**src/rtl/lcsu_pkg.sv**
```systemverilog
package lcsu_pkg;

	localparam int CFG_W = 10;
	localparam int ROW_W = 9;
	localparam int COL_W = 9;

	localparam int MIN_DIM     = 3;
	localparam int BIRTH_COUNT = 3;
	localparam int SURVIVE_MIN = 2;
	localparam int SURVIVE_MAX = 3;

	typedef enum logic {
		OP_CELL  = 1'b0,
		OP_FLUSH = 1'b1
	} opcode_t;

	typedef enum logic {
		REG_WIDTH  = 1'b0,
		REG_HEIGHT = 1'b1
	} reg_idx_t;

	typedef struct packed {
		logic             next_alive;
		logic [ROW_W-1:0] row;
		logic [COL_W-1:0] col;
		logic             last;
	} result_t;

	// B3/S23 on a 3x3 window, centre at bit 4
	function automatic logic next_state(input logic [8:0] win);
		logic [3:0] n;
		n = 4'd0;
		for (int i = 0; i < 9; i++) begin
			if (i != 4) begin
				n = n + {3'b000, win[i]};
			end
		end
		if (win[4]) begin
			return (n == 4'(SURVIVE_MIN)) || (n == 4'(SURVIVE_MAX));
		end
		return n == 4'(BIRTH_COUNT);
	endfunction

endpackage

```
**src/rtl/lcsu_linebuf.sv**
```systemverilog
// Two line buffers side by side: bit 0 row above, bit 1 middle row
module lcsu_linebuf #(
	parameter int DEPTH = 512
) (
	input  logic                     clk,
	input  logic                     rd_en,
	input  logic [$clog2(DEPTH)-1:0] rd_addr,
	output logic [1:0]               rd_data,
	input  logic                     wr_en,
	input  logic [$clog2(DEPTH)-1:0] wr_addr,
	input  logic [1:0]               wr_data
);

	logic [1:0] mem [DEPTH];

	always_ff @(posedge clk) begin
		if (wr_en) begin
			mem[wr_addr] <= wr_data;
		end
		if (rd_en) begin
			rd_data <= mem[rd_addr];
		end
	end

endmodule

```
**src/rtl/life_cell_stream_update_unit.sv**
```systemverilog
// The word that completes a window is registered in stage 1; its result word is then registered in the output buffer.
// Throughput: one cell word per cycle while the output buffer can take results; each row end after the
// first row gives two results, the second leaving after the first is taken, and input stalls while both wait.
// Line buffers read one column per cycle, when a cell word is accepted, from a single RAM, registered read.
// Reset: asynchronous, active low; clears counters, window and handshake state,
// width and height return to 500. Line buffers are not cleared.
module life_cell_stream_update_unit
	import lcsu_pkg::*;
#(
	parameter int MAX_WIDTH = 512
) (
	input  logic        clk,
	input  logic        arst_n,
	input  logic        s_axis_tvalid,
	output logic        s_axis_tready,
	input  logic [7:0]  s_axis_tdata,   // [0] cell_alive
	input  logic        s_axis_tuser,   // [0] opcode
	output logic        m_axis_tvalid,
	input  logic        m_axis_tready,
	output logic [23:0] m_axis_tdata,   // [0] next_alive, [9:1] out_row, [18:10] out_col
	output logic        m_axis_tlast,
	input  logic        psel,
	input  logic        penable,
	input  logic        pwrite,
	input  logic [2:0]  paddr,
	input  logic [31:0] pwdata,
	output logic [31:0] prdata,
	output logic        pready
);

	localparam int AW    = $clog2(MAX_WIDTH);
	localparam int W_CAP = (MAX_WIDTH > 1023) ? 1023 : MAX_WIDTH;

	logic [CFG_W-1:0] grid_width_q, grid_height_q;
	logic [CFG_W-1:0] w_eff, h_eff;
	logic [CFG_W-1:0] row_q, col_q;

	logic             in_acc, out_acc, cfg_wr;
	logic             row_end, frame_end, v_in;

	logic             valid_s1;
	logic             v_s1, row_end_s1, frame_end_s1;
	logic [CFG_W-1:0] row_s1, col_s1;
	logic [1:0]       rd_data;
	logic             a_bit, m_bit;
	logic [8:0]       window_q, base, win_new;
	logic             has_r, has0, has1;
	result_t          res_a, res_b, ld0, ld1;
	logic [1:0]       n_new;
	logic             s1_adv, s2_can_load;

	logic [1:0]       cnt_q;
	result_t          res0_q, res1_q;

	// configuration
	assign pready = 1'b1;
	assign cfg_wr = psel && penable && pwrite && pready;
	assign prdata = (reg_idx_t'(paddr[2]) == REG_HEIGHT) ? 32'(grid_height_q)
	                                                      : 32'(grid_width_q);

	always_ff @(posedge clk or negedge arst_n) begin
		if (!arst_n) begin
			grid_width_q  <= CFG_W'(500);
			grid_height_q <= CFG_W'(500);
		end else if (cfg_wr) begin
			if (reg_idx_t'(paddr[2]) == REG_HEIGHT) begin
				grid_height_q <= pwdata[CFG_W-1:0];
			end else begin
				grid_width_q <= pwdata[CFG_W-1:0];
			end
		end
	end

	always_comb begin
		if (grid_width_q < CFG_W'(MIN_DIM)) begin
			w_eff = CFG_W'(MIN_DIM);
		end else if (grid_width_q > CFG_W'(W_CAP)) begin
			w_eff = CFG_W'(W_CAP);
		end else begin
			w_eff = grid_width_q;
		end
		if (grid_height_q < CFG_W'(MIN_DIM)) begin
			h_eff = CFG_W'(MIN_DIM);
		end else begin
			h_eff = grid_height_q;
		end
	end

	// input side: raster position
	assign in_acc    = s_axis_tvalid && s_axis_tready;
	assign row_end   = col_q >= (w_eff - CFG_W'(1));
	assign frame_end = row_q >= h_eff;
	assign v_in      = (s_axis_tuser == OP_CELL) && s_axis_tdata[0] && !frame_end;

	always_ff @(posedge clk or negedge arst_n) begin
		if (!arst_n) begin
			row_q <= '0;
			col_q <= '0;
		end else if (in_acc) begin
			if (row_end) begin
				col_q <= '0;
				row_q <= frame_end ? '0 : row_q + CFG_W'(1);
			end else begin
				col_q <= col_q + CFG_W'(1);
			end
		end
	end

	always_ff @(posedge clk or negedge arst_n) begin
		if (!arst_n) begin
			valid_s1 <= 1'b0;
		end else if (in_acc) begin
			valid_s1 <= 1'b1;
		end else if (s1_adv) begin
			valid_s1 <= 1'b0;
		end
	end

	always_ff @(posedge clk) begin
		if (in_acc) begin
			v_s1         <= v_in;
			row_s1       <= row_q;
			col_s1       <= col_q;
			row_end_s1   <= row_end;
			frame_end_s1 <= frame_end;
		end
	end

	lcsu_linebuf #(
		.DEPTH(MAX_WIDTH)
	) u_linebuf (
		.clk    (clk),
		.rd_en  (in_acc),
		.rd_addr(AW'(col_q)),
		.rd_data(rd_data),
		.wr_en  (s1_adv),
		.wr_addr(AW'(col_s1)),
		.wr_data({v_s1, m_bit})
	);

	// window and results
	assign s2_can_load   = (cnt_q == 2'd0) || ((cnt_q == 2'd1) && m_axis_tready);
	assign s1_adv        = valid_s1 && s2_can_load;
	assign s_axis_tready = !valid_s1 || s2_can_load;

	always_comb begin
		a_bit   = (row_s1 >= CFG_W'(2)) ? rd_data[0] : 1'b0;
		m_bit   = (row_s1 != '0) ? rd_data[1] : 1'b0;
		base    = (col_s1 == '0) ? 9'd0 : window_q;
		win_new = {v_s1, m_bit, a_bit, base[8:3]};
		has_r   = row_s1 != '0;
		has0    = has_r && (col_s1 != '0);
		has1    = has_r && row_end_s1;

		res_a.next_alive = next_state(win_new);
		res_a.row        = ROW_W'(row_s1 - CFG_W'(1));
		res_a.col        = COL_W'(col_s1 - CFG_W'(1));
		res_a.last       = 1'b0;

		res_b.next_alive = next_state({3'b000, win_new[8:3]});
		res_b.row        = ROW_W'(row_s1 - CFG_W'(1));
		res_b.col        = COL_W'(col_s1);
		res_b.last       = frame_end_s1;

		if (has0) begin
			ld0   = res_a;
			ld1   = res_b;
			n_new = has1 ? 2'd2 : 2'd1;
		end else begin
			ld0   = res_b;
			ld1   = res_b;
			n_new = has1 ? 2'd1 : 2'd0;
		end
	end

	always_ff @(posedge clk or negedge arst_n) begin
		if (!arst_n) begin
			window_q <= '0;
		end else if (s1_adv) begin
			window_q <= win_new;
		end
	end

	// output buffer, up to two words
	assign out_acc = m_axis_tvalid && m_axis_tready;

	always_ff @(posedge clk or negedge arst_n) begin
		if (!arst_n) begin
			cnt_q <= 2'd0;
		end else if (s1_adv) begin
			cnt_q <= n_new;
		end else if (out_acc) begin
			cnt_q <= cnt_q - 2'd1;
		end
	end

	always_ff @(posedge clk) begin
		if (s1_adv) begin
			res0_q <= ld0;
			res1_q <= ld1;
		end else if (out_acc) begin
			res0_q <= res1_q;
		end
	end

	assign m_axis_tvalid = cnt_q != 2'd0;
	assign m_axis_tdata  = {5'b00000, res0_q.col, res0_q.row, res0_q.next_alive};
	assign m_axis_tlast  = res0_q.last;

`ifndef SYNTH
	assert property (@(posedge clk) disable iff (!arst_n)
		(m_axis_tvalid && m_axis_tlast) |-> (cnt_q == 2'd1))
		else $error("frame end word not last in output buffer");

	assert property (@(posedge clk) disable iff (!arst_n)
		(s1_adv && (n_new == 2'd2)) |=> !s2_can_load)
		else $error("row end pair not given a stall cycle");

	assert property (@(posedge clk) disable iff (!arst_n)
		col_q < CFG_W'(W_CAP))
		else $error("column index past line buffer depth");
`endif

endmodule

```
**config.mk**
```make
export PLATFORM = sky130hd
export DESIGN_NAME = life_cell_stream_update_unit
export DESIGN_NICKNAME = d
export VERILOG_FILES = /design/src/rtl/lcsu_pkg.sv /design/src/rtl/lcsu_linebuf.sv /design/src/rtl/life_cell_stream_update_unit.sv
export SDC_FILE = /design/constraint.sdc
export NUM_CORES = 1
export LEC_CHECK = 0
export CAP_MARGIN = 40
export CORE_MARGIN = 2
export CORE_UTILIZATION = 40
export DETAILED_ROUTE_END_ITERATION = 12
export DONT_BUFFER_PORTS = 1
export SETUP_SLACK_MARGIN = 0.02
export SLEW_MARGIN = 20
export SYNTH_ARGS = -nofsm -noshare
export SYNTH_HDL_FRONTEND = slang
export SYNTH_SLANG_ARGS = --single-unit
export TNS_END_PERCENT = 10
```
**constraint.sdc**
```tcl
create_clock -name clk -period 22.2 [get_ports clk]
set_clock_uncertainty 0.15 [all_clocks]
set_input_delay 2.22 -clock clk [delete_from_list [all_inputs] [get_ports clk]]
set_output_delay 2.22 -clock clk [all_outputs]
set_load 0.01 [all_outputs]
```
==> results of run 1 <==
[layout make-up]
class,instances,area (sq um)
diodes,1,2.50
flip-flops and latches,1138,34000
clock buffers,143,3070
multi-input cells,1533,12600
fillers,10100,64800
inverters,36,135
repair buffers,68,807
well taps,1536,1920
clock inverters,72,771
[cells by family after synthesis]
logic type / count (synthesis) / synth area share (%)
simple gates: 814 / 7.10
mux: 353 / 13.5
xor+xnor: 18 / 0.331
buf+inv: 265 / 2.70
compound gates: 277 / 3.93
other cells: 2 / 0.0158
flops: 1138 / 71.2
fa+ha+maj: 42 / 1.20
[layout by cell type (no fill, tap or decap), types with 16 or more instances in the layout]
cell       count
mux4_2       228
clkbuf_16    117
a22o_1        18
nor3_1        16
o221ai_1      16
o22ai_1       19
nand3_1       17
clkinv_1      27
a21oi_1       53
clkinv_2      21
inv_1         32
conb_1        29
bufinv_16     16
buf_4         47
ha_1          36
edfxtp_1    1089
clkbuf_1      22
dfrtp_1       33
mux2_2        41
nand2_1       96
a22oi_1       48
o21ai_0       51
mux2i_1       84
nor2_1       577
[worst paths after layout]
path,startpoint,endpoint,slack [ps],depth (start not counted)
worst max register to register,grid_width_q[3],col_q[0],16900,16
min in group asynchronous,arst_n,window_q[4],1080,0
max in group asynchronous,arst_n,grid_height_q[8],20600,0
worst min register to register,frame_end_s1,res1_q[0],330,0
worst min-delay path,frame_end_s1,res1_q[0],330,0
worst max-delay path,grid_width_q[3],col_q[0],16900,16
[per-stage QoR]
step | util, % | cell area [sq um] | setup WS (ps) | power (mW)
CTS | 45.0 | 53200 | 16310 | 6.54
global route | 45.1 | 53300 | 16450 | 6.77
floorplan | - | 47800 | 11680 | 4.07
global placement | 41.5 | 49000 | 15290 | 4.50
detailed placement | 41.8 | 49300 | 16320 | 4.58
finish | 45.1 | 53300 | 16900 | 6.51
[flip-flops by register name, indices dropped and copies added (netlist names)]
name / cells
cnt_q: 2
m_axis_tlast: 1
v_s1: 1
grid_height_q: 10
m_axis_tdata: 19
valid_s1: 1
col_q: 10
frame_end_s1: 1
grid_width_q: 10
row_s1: 10
window_q: 6
res1_q: 20
u_linebuf.mem: 1024
col_s1: 10
u_linebuf.rd_data: 2
row_end_s1: 1
row_q: 10
[power by group]
part / internal (mW) / leakage (nW) / total [mW] / switching (mW)
logic: 0.697 / 4.36 / 1.81 / 1.11
registers: 2.64 / 10.4 / 2.74 / 0.106
clock network: 1.16 / 1.88 / 1.96 / 0.797
total: 4.50 / 16.7 / 6.51 / 2.01
[routing by layer]
metal	up-vias	wire length, um
met5	-	9
met4	2	3440
met3	214	10200
met2	1192	57400
met1	13600	47100
li1	11200	-
==> impl_metrics.json, run 1 <==
{
  "numClockSinks": 1138,
  "vias": 26200,
  "status": "complete, no violations",
  "min_period_ps": 5300,
  "finalCritPeriodShare_pct": 23.9,
  "critPathTopFamily": "compound AO/OA/AOI/OAI gates",
  "fp.dieArea_sq_um": 122000,
  "grt_busiest_layer": "met2",
  "synthToLayoutAreaGrowth_pct": 11.8,
  "setup_viol": 0,
  "relSlewSlack_pct": 37.6,
  "rsz0062_at_grt": "false",
  "grt_pass1_vias": 27000,
  "antenna_found_initial": 1,
  "synth_cell_type_count": 63,
  "cts_setup_buffers": 0,
  "tns_ps": 0,
  "portBuffers": 0,
  "grt_util_met3_pct": 3.72,
  "clockBufferDepth": 3,
  "avgSynthCellArea_sq_um": 16.4,
  "h-tree-depth": 3,
  "die_x_um": 349,
  "cts_root_buf": "clkbuf_16",
  "grtUsageTotal_pct": 19.2,
  "cts-resized-gates": 0,
  "worstSetupEndpointType": "flop",
  "placedCellCount": 4305,
  "critPathBufInv": 1,
  "synthArstFlopShare_pct": 4.31,
  "viasPerCell": 5.78,
  "synth_warnings": 0,
  "final_cells": 4527,
  "syn_area_sq_um": 47700,
  "postCtsHoldBufs": 0,
  "max_stage_delay_ps": 580,
  "core-area_sq_um": 118000,
  "cap_violations": 0,
  "synthTopCellsByCount": "1089 x edfxtp_1, 579 x nor2_1, 228 x mux4_2, 130 x clkbuf_1, 96 x nand2_1",
  "ir_drop_mv": 0.0994,
  "hold_path_class": "reg -> reg",
  "synth_edf_count": 1089,
  "ys_seq_area_share_pct": 71.2,
  "synth.top_cell.area_share_pct": 68.6,
  "detail_route.wl_per_cell_um": 26.1,
  "finalWeightedCongestion": 0.788,
  "worstPathArrival_ps": 5770,
  "synth.area.top_cells": "edfxtp_1 69%, mux4_2 11%, nor2_1 4.6%",
  "critPathMaxFanout": 14,
  "crit_slowest_cell": "a31oi_1",
  "fmax_ghz": 0.189,
  "grt_first_pass_wirelength_um": 173000,
  "io_pins": 111,
  "cp-start-kind": "flop",
  "synth_top_area_cell": "edfxtp_1",
  "synth_most_common_cell": "edfxtp_1",
  "die_y_um": 349,
  "nets": 2986,
  "grt_max_degree": 138,
  "ant_nets": 0,
  "numCtsBuffers": 116,
  "whs_ps": 326,
  "path_clk_slew_ps": 60,
  "hold_viol": 0,
  "overflow": 0,
  "drive_above_1_share_pct": 18.5,
  "dp_hpwl_um": 66600,
  "path_cells": "nor4_2 -> nand2_1 -> or2_2 -> o31ai_2 -> o21ai_0 -> nand2_1 -> nor2_1 -> xor2_1 -> ha_1 -> a211o_1 -> a21oi_1 -> o21ai_0 -> a31oi_1 -> inv_1 -> nor2_1 -> mux2_2",
  "syn_inst": 2909,
  "worstMarginPinSlew_ps": 936,
  "power_density_nw_per_um2": 122,
  "clock_latency_ps": 690,
  "start_util_pct": 40.4,
  "grtUsageMet2_pct": 31.6,
  "cp.required_ps": 22670,
  "row_count": 126,
  "dr.first_iter.drc_count": 3108,
  "drv_slew": 0,
  "synthFlopType": "edfxtp_1",
  "path_class": "reg -> reg",
  "tritoncts": "built",
  "drc": 0,
  "leakage_nw": 16.7,
  "ys_seq_elements": 1138,
  "gr-usage-met1_pct": 25.6,
  "wl_um": 118000,
  "drt_pass1_iterations": 6
}
Power figures use the tool's default switching activity.
==> inputs of run 2 (changes only) <==
--- a/config.mk
+++ b/config.mk
@@ -5,6 +5,7 @@
 export SDC_FILE = /design/constraint.sdc
 export NUM_CORES = 1
 export LEC_CHECK = 0
+export ABC_AREA = 1
 export CAP_MARGIN = 40
 export CORE_MARGIN = 2
 export CORE_UTILIZATION = 40
==> constraint.sdc (replaced) <==
create_clock -name clk -period 4.8 [get_ports clk]
set_clock_uncertainty 0.15 [all_clocks]
set_input_delay 0.48 -clock clk [delete_from_list [all_inputs] [get_ports clk]]
set_output_delay 0.48 -clock clk [all_outputs]
set_load 0.01 [all_outputs]
==> run 2 against run 1 <==
Compared with the run above:
- die area rose by 6.7%
- critical path depth increased by 3
- first-iteration DRC count rose by 11%
- area after synthesis is 6.8% higher
- synthesized cell count grew 73%
- wire length up 11%
- count of clock-buffer cells in the layout rose by 11
- register-to-register slack lost 16000 ps
- utilization shrank 0.36 points
- largest power group unchanged
- clock power rose to 4.5 times the previous value
- hold slack got worse by 250 ps
- cell count increased by 48%
==> impl_metrics.json, run 2 <==
{
  "synth_top_area_cell": "edfxtp_1",
  "syn_inst": 5037,
  "core-area_sq_um": 126000,
  "setup_viol": 0,
  "p_int_mw": 20.6,
  "status": "complete, no violations",
  "detail_route.wl_per_cell_um": 19.6,
  "power_density_nw_per_um2": 580,
  "cp-start-kind": "flop",
  "seqCellArea_sq_um": 34000,
  "synth_most_common_cell": "nand2_1",
  "drc": 0,
  "worstSetupEndpointType": "flop",
  "combPwrFrac_pct": 33.1,
  "numClockSinks": 1138,
  "drt_pass1_iterations": 6,
  "worstPathArrival_ps": 4800,
  "synth_edf_count": 1089,
  "layout_common_cells": "1134 x nand2_1, 1112 x nor2_1, 1089 x edfxtp_1, 363 x nand3_1, 331 x inv_1",
  "fillCellCount": 11900,
  "cts_root_buf": "clkbuf_16",
  "worst_slack_ps": 443,
  "largest_register_ffs": 1024,
  "synthArstFlopShare_pct": 4.31,
  "cp_common_cell": "inv_1",
  "grt_first_pass_wirelength_um": 199000,
  "vias": 34900,
  "final_cells": 6702,
  "avgSynthCellArea_sq_um": 10.1,
  "drv_slew": 0,
  "synthToLayoutAreaGrowth_pct": 10.8,
  "portBuffers": 0,
  "die_y_um": 361,
  "dp_slack_ps": 453,
  "worstMarginPinSlew_ps": 1100,
  "drive_above_1_share_pct": 6.34,
  "overflow": 0,
  "rsz0062_at_grt": "false",
  "die_x_um": 361,
  "synth.area.top_cells": "edfxtp_1 64%, nand2_1 8.5%, nor2_1 8.2%",
  "synth_cell_type_count": 42,
  "relSlewSlack_pct": 26.7,
  "fmax_ghz": 0.230,
  "top_register": "u_linebuf.mem",
  "viasPerCell": 5.21,
  "synth.top_cell.area_share_pct": 64.2,
  "grt_max_degree": 227,
  "tns_ps": 0,
  "min_period_ps": 4360,
  "start_util_pct": 40.4,
  "synthFlopType": "edfxtp_1",
  "cp.required_ps": 5240,
  "numCtsBuffers": 114,
  "synthTopCellsByCount": "1150 x nand2_1, 1115 x nor2_1, 1089 x edfxtp_1, 363 x nand3_1, 333 x inv_1",
  "nets": 5048,
  "finalWeightedCongestion": 0.807,
  "pwr-share-seq_pct": 39.7,
  "ant_nets": 0,
  "wl_um": 131000,
  "grt_pass1_vias": 34000,
  "p_switching_mw": 12.1,
  "finalCritPeriodShare_pct": 90.8,
  "leakage_nw": 20.7,
  "synth_warnings": 0,
  "path_cells": "inv_1 -> ha_1 -> nand2_1 -> inv_2 -> nand4_2 -> nand2_1 -> fa_1 -> inv_1 -> fa_1 -> inv_1 -> fa_1 -> inv_1 -> ha_1 -> fa_2 -> nor2_1 -> a21oi_1 -> nor4b_1 -> o21ai_0 -> nand2_1",
  "clock_power_share_pct": 27.2,
  "dp_hpwl_um": 73100,
  "ys_seq_elements": 1138,
  "dr.first_iter.drc_count": 3447,
  "path_class": "reg -> reg",
  "clock_latency_ps": 720,
  "grtUsageTotal_pct": 20.0,
  "io_pins": 111,
  "critPathTopFamily": "adder cells",
  "placedCellCount": 6473,
  "cap_violations": 0,
  "fp.dieArea_sq_um": 130000,
  "h-tree-depth": 3,
  "row_count": 130,
  "max_stage_delay_ps": 560,
  "ys_seq_area_share_pct": 66.7,
  "final_util_pct": 44.8,
  "power.share.switching_pct": 37.1,
  "final_common_cell": "nand2_1",
  "whs_ps": 72.2,
  "multi_input_area_sq_um": 14100,
  "tritoncts": "built",
  "critPathBufInv": 5,
  "hold_path_class": "in -> reg",
  "syn_area_sq_um": 50900,
  "critPathMaxFanout": 6,
  "path_clk_slew_ps": 60,
  "ir_drop_mv": 0.518,
  "crit_slowest_cell": "fa_1",
  "antenna_found_initial": 2,
  "hold_viol": 0,
  "clockBufferDepth": 3
}
run 2: changes by cell type after synthesis, moves of 79 or more:
cell / previous run / this run
o21ai_0: 51 / 290
inv_1: 34 / 333
nand3_1: 29 / 363
mux4_2: 228 / 0
nor2_1: 579 / 1115
o21ai_1: 0 / 79
mux2i_1: 84 / 0
nand2_1: 96 / 1150
run 2: worst reg2reg max path, stage by stage (launching register included):
cell and delay (ps):
edfxtp_1 440, inv_1 90, ha_1 200, nand2_1 150
inv_2 80, nand4_2 160, nand2_1 120, fa_1 560
inv_1 50, fa_1 470, inv_1 50, fa_1 470
inv_1 40, ha_1 200, fa_2 350, nor2_1 130
a21oi_1 50, nor4b_1 270, o21ai_0 120, nand2_1 90
run 2: what timing repair did:
action	4_1_cts	5_1_grt
endpoints found under the hold margin	73	0
gates resized for setup	0	0
endpoints found under the setup margin	0	0
hold buffers	16	0
buffers inserted	0	0
run 2: final timing paths:
path / cells after the start / slack, ps / startpoint / to
worst min register to register: 2 / 340 / window_q[4] / window_q[4]
worst min-delay path: 2 / 70 / m_axis_tready / m_axis_tlast
worst max-delay path: 19 / 440 / col_s1[1] / m_axis_tdata[0]
worst max register to register: 19 / 440 / col_s1[1] / m_axis_tdata[0]
max in group asynchronous: 2 / 4050 / arst_n / grid_width_q[2]
min in group asynchronous: 2 / 170 / arst_n / row_q[8]
run 2: cell families after synthesis:
family | Yosys count | synth area share [%]
other | 2 | 0.0148
XOR/XNOR | 25 | 0.430
AO/OA/AOI/OAI | 475 | 4.89
buffers and inverters | 679 | 6.01
flip-flops | 1138 | 66.7
AND/OR/NAND/NOR | 2676 | 20.9
adder cells (fa/ha/maj) | 42 | 1.12
run 2: metrics by stage:
step | power (mW) | area [sq um]
finish | 32.7 | 56400
global route | 34.5 | 56400
CTS | 32.9 | 56400
detailed placement | 24.0 | 52500
global placement | 23.8 | 52200
floorplan | 20.6 | 51000
run 2: power by group through the flow:
stage	logic, mW	clock network, mW	registers, mW
global route	12.1	9.40	13.0
global placement	10.6	0	13.2
floorplan	7.24	0	13.3
CTS	10.9	9.03	13.0
detailed placement	10.8	0	13.2
finish	10.8	8.89	13.0
run 2: routing by layer:
layer	wire length (um)	track usage, %
met1	56000	26.6
met2	62900	33.8
met3	8610	2.81
met4	3700	6.22
met5	13	0
run 2: layout make-up:
| type | instances | area share (%) |
|---|---|---|
| timing repair buffer | 106 | 2.14 |
| sequential | 1138 | 60.2 |
| inverter | 348 | 2.36 |
| tap | 1650 | 3.66 |
| antenna | 1 | 0.00444 |
| clock buffer | 154 | 5.53 |
| multi-input combinational | 3247 | 25.0 |
| clock inverter | 58 | 1.08 |
